**config.mk**
```make
export PLATFORM = sky130hd
export DESIGN_NAME = itq_div_cell
export DESIGN_NICKNAME = d
export VERILOG_FILES = /design/src/rtl/itq_pkg.sv /design/src/rtl/itq_div_cell.sv
export SDC_FILE = /design/constraint.sdc
export NUM_CORES = 1
export LEC_CHECK = 0
export CAP_MARGIN = 20
export CORE_AREA = 2 2 126 128
export DETAILED_ROUTE_END_ITERATION = 16
export DIE_AREA = 0 0 128 130
export DONT_BUFFER_PORTS = 1
export PLACE_DENSITY = 0.59
export SLEW_MARGIN = 0
export SYNTH_ARGS = -nofsm -noshare
export SYNTH_HDL_FRONTEND = slang
export SYNTH_SLANG_ARGS = --single-unit
```
**constraint.sdc**
```tcl
create_clock -name vclk -period 7.45
set_input_delay 0.745 -clock vclk [all_inputs]
set_output_delay 0.745 -clock vclk [all_outputs]
set_load 0.05 [all_outputs]
```
**src/rtl/itq_pkg.sv**
```systemverilog
`default_nettype none
package itq_pkg;
   localparam int SCALE_TOP = 30;
   localparam int SQ_BITS = 64;
   localparam int HQ_STEPS = 60;
endpackage
`default_nettype wire

```
**src/rtl/itq_div_cell.sv**
```systemverilog
`default_nettype none
module itq_div_cell
   import itq_pkg::*;
(
   input  wire logic [63:0] rem_in_val,
   input  wire logic [63:0] q_in_val,
   input  wire logic [63:0] den_val,
   output logic      [63:0] rem_out_val,
   output logic      [63:0] q_out_val
);
   logic [64:0] sh;
   always_comb begin
      sh = {rem_in_val, 1'b0};
      if (sh >= {1'b0, den_val}) begin
         rem_out_val = 64'(sh - {1'b0, den_val});
         q_out_val = {q_in_val[62:0], 1'b1};
      end else begin
         rem_out_val = sh[63:0];
         q_out_val = {q_in_val[62:0], 1'b0};
      end
   end
endmodule
`default_nettype wire

```
After elaboration in Yosys (flattened, before gate mapping)
Cells that the tools add are included.
{"block": "totals", "regBits": 0, "input_bits": 192, "out_inout_bits": 128, "elab_cells": 4}
{"block": "classes", "add_sub_neg": 1, "magnitude_cmp": 1, "n_mux": 2}
{"op": "65-bit by 64-bit greater-or-equal comparator with 1-bit output", "count": 1}
{"op": "64-bit two-way mux", "count": 1}
{"op": "64-bit subtractor", "count": 1}
{"op": "1-bit two-way mux", "count": 1}

Depth between registers and ports, before layout
{"block": "logic_depth", "word_depth": 2, "ltp_mapped": 15, "mapped_depth_nobuf": 13}

Worst setup path before layout
OpenSTA, ideal clock, no wires.
{"block": "synth_timing", "kind": "in2out", "from": "in den_val[29]", "to": "out rem_out_val[62]", "arrival_time_ns": 4.565, "required_time_ns": 6.705, "path_slack_ns": 2.140, "stages": 13, "n_path_buf": 2, "path_cell_list": "inv_1 > ha_1 > clkbuf_1 > nand2_1 > or4_1 > or4_1 > a21o_1 > a2111oi_4 > o21ai_2 > inv_2 > buf_4 > nor2_1 > a211oi_1"}
{"block": "synth_via", "elab_chain_cells": 2, "elab_cells_between_ends": 3, "cone_classes": "1 x add/sub; 1 x order compare; 1 x mux"}
{"element": "start: declaration", "line": "itq_div_cell.sv:7", "rtl": "input wire logic [63:0] den_val,"}
{"element": "64-bit subtractor / 65-bit by 64-bit greater-or-equal comparator with 1-bit output (equally long branches)", "line": "itq_div_cell.sv:15, itq_div_cell.sv:14"}
{"element": "64-bit two-way mux (*)", "line": "itq_div_cell.sv:14", "rtl": "if (sh >= {1'b0, den_val}) begin"}
{"element": "end: declaration", "line": "itq_div_cell.sv:8", "rtl": "output logic [63:0] rem_out_val,"}
Mark *: on every way between the ends. The rest lies on a longest branch, timed or not.

Final worst setup path
{"block": "layout_timing", "from": "in den_val[32]", "to": "out rem_out_val[21]"}
{"block": "layout_via", "elab_chain_cells": 2}
{"element": "65-bit by 64-bit greater-or-equal comparator with 1-bit output", "line": "itq_div_cell.sv:14"}
{"element": "64-bit two-way mux", "line": "itq_div_cell.sv:14"}
No other way between the ends.

==> metrics <==
Avg Inst Size Synth 6.21 um2; routability-driven placement congestion ratio 0.896; post-synthesis cell count 864; maximum net fanout on the critical path 36; Port Buf Inserts 0; Int Pwr 0.250 mW; Max-Cap Viols 0; # setup viols final 0; Die Height 130 um; status finished, final reports clean; Worst-Margin Slew 1.05 ns; vias after detailed routing 5668; FP Rows 46; top-count cell post-synth a21oi_1; sequential-to-total area share from yosys stat 0; area of the multi-input gates 4380 um2; final hold vios 0; Flop pwr share 0; buffers inserted by post-CTS timing repair 0; setup ws final 1.87 ns; nets 1062; seq_cells 0; synth warn 0; Fin Setup TNS 0 ns; first-pass GRT wire length 25.9 mm; clkbuf count 0; max incr delay on CP 0.67 ns; Comb pwr share 1.000; wirelength, routed 16.9 mm; worst-path cell chain inv_1 > ha_1 > nand2_1 > or4_1 > or4_1 > a21o_1 > a2111oi_4 > o21ai_2 > clkinv_2 > buf_4 > mux2_1; initial antenna violation count 0; Routed WL per cell 16.9 um; Initial Util 0.348; cell taking the most area after synthesis ha_1; clock share of power 0; power per standard cell area 163 nW/um2; Reg area 0 um2; Fmax 179 MHz; unrepaired setup endpoints after global routing false; Data required, critical path 6.70 ns; ratio of final minimum period to clock period 0.749; WP data arrival 4.84 ns; Crit Path Class in2out; area share of the largest cell type after synthesis 0.149; diode count 0; Slew Limit Fails 0; Distinct cells, synth 61; Commonest cells post-synth 119 x a21oi_1, 87 x inv_1, 86 x nor2_1; Pleak 2.48 nW; HP Class in2out; Max VDD drop 0.0815 mV; I/O pin count 320; pin count of the biggest net entering global routing 37; first-iteration detailed-routing DRC count 387; Sw Share 0.710; synthesized area 5360 um2; Overflow after GRT 0; Synth area leaders ha_1 15%, a21oi_1 11%, buf_4 9.4%; net switching power 0.612 mW; critical path's slowest cell a2111oi_4; vias in the first global route 5149; Slew HR 0.297; WP buf/inv 3; dpl ws 1.86 ns; cell family with most CP delay simple AND/OR/NAND/NOR gates; detailed placement HPWL 14.3 mm; area grow syn2layout -1.42%; Die X 128 um; area of the core 15400 um2; All-Layer GR Usage 0.187; drc violations 0; crit path time final 5.58 ns; DIE AREA 16600 um2; first drt pass iteration count 4; Syn Nets 1121; DR vias/cell 5.70; CTS resizes 0; layout cell share with drive strength beyond 1 0.0760; cts hold-fix bufs 0; Startpoint Class primary input; Fillers 1730; Routed Antenna Nets 0; endpoint class of the critical path output port; Crit path top cell by count or4_1
-- stage by stage --
step	total power, mW	area [um2]	hold slack (ns)	util	cells
after floorplan	0.772	5360	1.66	-	864
after global placement	0.854	5290	1.49	0.343	995
after detailed placement	0.857	5290	1.49	0.343	995
after CTS	0.861	5290	1.49	0.343	995
after global routing	0.924	5290	1.49	0.343	995
final	0.861	5290	1.49	0.343	995
-- final cells by class --
class	instances	area share
inverters	88	0.0627
well taps	192	0.0454
repair buffers	44	0.0625
multi-input cells	671	0.829
-- power by group through the flow --
stage / sequential (mW) / clock (mW) / combinational (mW)
floorplan: 0 / 0 / 0.772
global placement: 0 / 0 / 0.854
detailed placement: 0 / 0 / 0.857
CTS: 0 / 0 / 0.861
global route: 0 / 0 / 0.924
finish: 0 / 0 / 0.861
-- kinds of logic (layout without fill, tap and decap cells) --
logic type               after synthesis  after routing  share of synthesized area
buffers and inverters                193            132                      0.186
adder cells (fa/ha/maj)               65             65                      0.153
multiplexers                           4              4                    0.00817
AO/OA/AOI/OAI                        293            293                      0.342
XOR/XNOR                              55             55                     0.0898
AND/OR/NAND/NOR                      254            254                      0.220
-- cell usage in the layout, fill, tap and decap left out, types with 4 or more instances in the layout --
cell / instances
nand2b_1: 6
buf_4: 44
nor2b_1: 7
a21boi_0: 6
o21ai_0: 38
nor4_1: 6
nand3_1: 13
nor2_1: 86
nand2_1: 69
and3_1: 8
o31ai_1: 7
xor2_1: 28
or3_1: 5
ha_1: 64
o2111ai_1: 4
nand4_1: 27
o21ai_1: 12
a21oi_1: 119
o21bai_1: 10
xnor2_1: 27
inv_1: 87
a21oi_2: 4
a21o_1: 29
and2_1: 7
o21a_1: 11
a211oi_1: 7
o211ai_1: 5
a31oi_1: 9
nor3_1: 10
-- final timing paths --
kind | from | endpoint | slack [ns] | cells past startpoint
min | q_in_val[14] | q_out_val[15] | 1.49 | 0
max | den_val[32] | rem_out_val[21] | 1.87 | 11
-- routing by layer --
metal / global-route usage / routed length, um / up-vias
met1: 0.250 / 7570 / 2561
met5: 0 / 0 / -
met3: 0.0180 / 1060 / 20
li1: - / - / 2864
met4: 0.0187 / 129 / 0
met2: 0.338 / 8090 / 223
Power figures use the tool's default switching activity.
