<file path="src/rtl/itq_pkg.sv">
`default_nettype none
package itq_pkg;
   localparam int SCALE_TOP = 30;
   localparam int SQ_BITS = 64;
   localparam int HQ_STEPS = 60;
endpackage
`default_nettype wire

</file>
<file path="src/rtl/itq_sqrt_cell.sv">
`default_nettype none
module itq_sqrt_cell
   import itq_pkg::*;
#(
   parameter int W = 64
) (
   input  wire logic [W-1:0] v_in_val,
   input  wire logic [W-1:0] r_in_val,
   input  wire logic [W-1:0] bit_val,
   output logic      [W-1:0] v_out_val,
   output logic      [W-1:0] r_out_val
);
   always_comb begin
      if (v_in_val >= r_in_val + bit_val) begin
         v_out_val = v_in_val - (r_in_val + bit_val);
         r_out_val = (r_in_val >> 1) + bit_val;
      end else begin
         v_out_val = v_in_val;
         r_out_val = r_in_val >> 1;
      end
   end
endmodule
`default_nettype wire

</file>
<file path="config.mk">
export PLATFORM = sky130hd
export DESIGN_NAME = itq_sqrt_cell
export DESIGN_NICKNAME = d
export VERILOG_FILES = /design/src/rtl/itq_pkg.sv /design/src/rtl/itq_sqrt_cell.sv
export SDC_FILE = /design/constraint.sdc
export NUM_CORES = 1
export LEC_CHECK = 0
export BUFFER_PORTS_ARGS = -buffer_cell sky130_fd_sc_hd__buf_2
export CORE_MARGIN = 2
export CORE_UTILIZATION = 45
export DETAILED_ROUTE_END_ITERATION = 16
export PLACE_DENSITY = 0.66
export SLEW_MARGIN = 20
export SYNTH_ARGS = -nofsm -noshare
export SYNTH_HDL_FRONTEND = slang
export SYNTH_SLANG_ARGS = --single-unit
</file>
<file path="constraint.sdc">
create_clock -name vclk -period 20.2
set_input_delay 4.04 -clock vclk [all_inputs]
set_output_delay 4.04 -clock vclk [all_outputs]
set_load 0.03 [all_outputs]
</file>
=== Yosys cells after proc, flatten, opt, wreduce, memory -nomap -nowiden ===
Index checks and enable logic that the tools add are counted.

* Add/sub/neg operators: 3
* $lt $le $gt $ge: 1
* Muxes and demuxes: 2

{| class="wikitable"
|+ Operators by type and width
! cell !! count
|-
| $mux 64 || 2
|-
| $add 63x64->64 || 1
|-
| $add 64x64->64 || 1
|-
| $ge 64x64->1 || 1
|-
| $sub 64x64->64 || 1
|}

* Bits in registers: 0
* Bits of input ports: 192
* Output and inout port bits: 128

=== Longest topological paths before layout ===
* Word-level depth: 3
* Mapped depth: 27
* Mapped depth without buffers: 24

=== Least setup slack after synthesis ===
Ideal clock, no wire load.

* Path type: input port to output port
* Start point: input r_in_val[0]
* End point: output r_out_val[56]
* Arrival time: 9.285 ns
* Data required time: 16.160 ns
* Setup slack: 6.875 ns
* Cell stages on the path: 25
* Cell sequence: ha_1 > inv_1 > fa_1 > nor2b_1 > o31a_1 > o21ai_0 > o31ai_1 > a221o_1 > and3_1 > nor2_1 > o31ai_1 > a21oi_1 > xor2_1 > ha_1 > clkbuf_1 > nand4_1 > nor2_1 > nand2_1 > or4_1 > nand4_1 > a41oi_2 > buf_2 > buf_2 > buf_2 > o31ai_1

* Longest elaborated chain between the ends: 3

{| class="wikitable"
|+ RTL lines
! item !! RTL line !! source
|-
| from (decl) || itq_sqrt_cell.sv:8 || <nowiki>input wire logic [W-1:0] r_in_val,</nowiki>
|-
| $add 64x64->64 || itq_sqrt_cell.sv:14 || <nowiki>if (v_in_val >= r_in_val + bit_val) begin</nowiki>
|-
| $ge 64x64->1 || itq_sqrt_cell.sv:14 ||
|-
| $mux 64 || itq_sqrt_cell.sv:14 ||
|-
| to (decl) || itq_sqrt_cell.sv:11 || <nowiki>output logic [W-1:0] r_out_val</nowiki>
|}

Every way passes these cells.

=== Worst setup path in the final report ===
* Start point: input bit_val[0]
* End point: output v_out_val[59]

* Longest elaborated chain between the ends: 3

{| class="wikitable"
|+ RTL lines
! item !! RTL line !! source
|-
| from (decl) || itq_sqrt_cell.sv:9 || <nowiki>input wire logic [W-1:0] bit_val,</nowiki>
|-
| $add 64x64->64 (*) || itq_sqrt_cell.sv:14, itq_sqrt_cell.sv:15 ||
|-
| $sub 64x64->64 or $ge 64x64->1 (tied branches) || itq_sqrt_cell.sv:15, itq_sqrt_cell.sv:14 ||
|-
| $mux 64 (*) || itq_sqrt_cell.sv:14 ||
|-
| to (decl) || itq_sqrt_cell.sv:10 || <nowiki>output logic [W-1:0] v_out_val,</nowiki>
|}

Mark *: on every way between the ends. The rest lies on a longest branch, timed or not.

==> metrics <==
largest area contributor in the netlist ha_1; placed cell area 14400 um2; 1st-pass router iterations 6; CP arrival ~10000 ps; vias per cell between 6 and 7; fin crit period ~14000 ps; complex-gate fraction of the synthesized area 39.5%; fin. max-slew vios 0; total grt overflow 0; Final Instance Area about 14000 um2; core area between 20000 and 30000 um2; chip width about 170 um; antenna-violating nets left 0; commonest non-fill, non-tap cell in the layout buf_2; DP Wirelength slightly above 40000 um; slowest CP cell or4_1; main combinational cell family by area after synthesis compound AO/OA/AOI/OAI gates; Req. time, crit path between 15000 and 20000 ps; first-iteration detailed-routing DRC count ~1300; sequential fraction of the synthesis area 0%; WP buf/inv 4; vias in the first global route 13785; number of port buffers 320; crit end category output pin; Fill cells 2962; Top Ports 320; vias about 16000; Area growth syn-to-layout 13.5%; crit start category primary input; post-synthesis adder-cell area fraction between 10% and 20%; Resized cells post-CTS 0; library cells used by synthesis 84; Worst Setup SP bit_val[0]; post-route insts no fill approximately 2600; final worst-path cycle share 71.1%; Hold Crit Start v_in_val[18]; dpl cells 2561; Post-Route Setup TNS 0 ps; Mapped Area 12700 um2; Max Cap Viol 0; # nets final about 2600; Slew @ Worst Pin 797 ps; crit path max fanout a little over 90; Hold WC Path Type primary input to output pin; outcome finished clean; Min Hold Slack roughly 8500 ps; first-pass GRT wire length 72200 um; Core Rows just over 60; clkbuf count 0; initial antenna violation count 4; top cell type's share of synthesized area roughly a fifth; slew margin rel. between 40% and 50%; mux contribution to synthesized area under 10%; final-report setup violation count 0; syn_nets 2341; top achievable clock speed between 0.06 and 0.07 GHz; Mean Syn Cell Area around 6.5 um2; Initial Utilization 45.7%; leakage 0.00686 uW; share of layout cells above drive strength 1 between 10% and 20%; Critical Path Max Stage Delay roughly 600 ps; Crit Path Category primary input to output pin; Residual DRC 0; RSZ-0062 raised after global routing no; Placer Congestion 0.966; Post-Synth XOR/XNOR Area a little under an eighth; GRT Util Overall ~30%; Setup Fix Bufs, Post-CTS 0; VDD IR-drop max approximately 38 uV; most frequent cells in the layout buf_2 (320), nand2_1 (273), a21oi_1 (211); synth warn 0; Register Area 0 um2; delay-heaviest family, CP simple AND/OR/NAND/NOR gates; Syn Inst Count roughly 2000; largest net degree at the start of global routing 95; pwr dens between 70 and 80 nW/um2; Final Hold Viols 0; Multi-input gate area roughly 12000 um2; average wire per standard cell ~18 um; DIE AREA a little under 30000 um2; num sequential 0; CTS hold repair buffers 0; Synth area leaders ha_1 (19%), a21oi_1 (8.3%), o21ai_0 (8.2%); simple-gate share of the synthesized area 24.0%; die height around 170 um; final WL around 47000 um
-- routing by layer --
metal	GRT usage [%]	wire length, um	vias to the layer above
met1	44.5	22600	7034
met3	3.09	3590	87
met4	9.13	1610	0
met2	45.4	19500	681
li1	-	-	7718
met5	0	0	-
-- synth_stat cells, drive strengths merged, types with 8 or more instances --
cell	count
o21bai	40
nor3	46
nand4	54
nand2	273
xnor2	85
nor2b	20
o21a	23
o21ai	220
a21o	122
a31oi	19
clkbuf	64
o31a	8
inv	50
and3	18
o211ai	15
nand2b	27
a21boi	9
nor4	10
a211oi	20
a211o	9
mux2	9
xor2	83
o31ai	23
nand3	26
or3	10
a21oi	212
ha	190
buf	32
nor2	132
a2111oi	8
-- kinds of logic (layout without fill, tap and decap cells) --
group	after synthesis	after routing
other cells	0	4
compound gates	784	784
xor+xnor	168	168
fa+ha+maj	193	193
simple gates	653	653
mux	12	12
buf+inv	146	373
-- power by group --
group	internal, uW	total (uW)	switching, uW
Combinational	366	1100	735
Sequential	0	0	0
Clock	0.0000265	0.0000266	0
-- final cells by class --
| class | count | share of cell area, % |
|---|---|---|
| Tap cell | 378 | 3.28 |
| Timing Repair Buffer | 323 | 11.3 |
| Multi-Input combinational cell | 1810 | 84.1 |
| Antenna cell | 4 | 0.0695 |
| Inverter | 50 | 1.30 |
-- metrics by stage --
step / util (%) / setup WS [ps] / total power [uW]
4_1_cts: 51.8 / 5940 / 1090
3_5_place_dp: 51.8 / 5980 / 1080
5_1_grt: 51.8 / 5230 / 1190
3_3_place_gp: 51.8 / 6070 / 1080
6_report: 51.8 / 5830 / 1100
2_1_floorplan: - / 6880 / 802
-- worst paths after layout --
kind,cells after the start,end,slack [ps]
worst max-delay path,26,v_out_val[59],5830
worst min-delay path,4,v_out_val[18],8460
No activity file was read; power rests on OpenSTA's default activity.
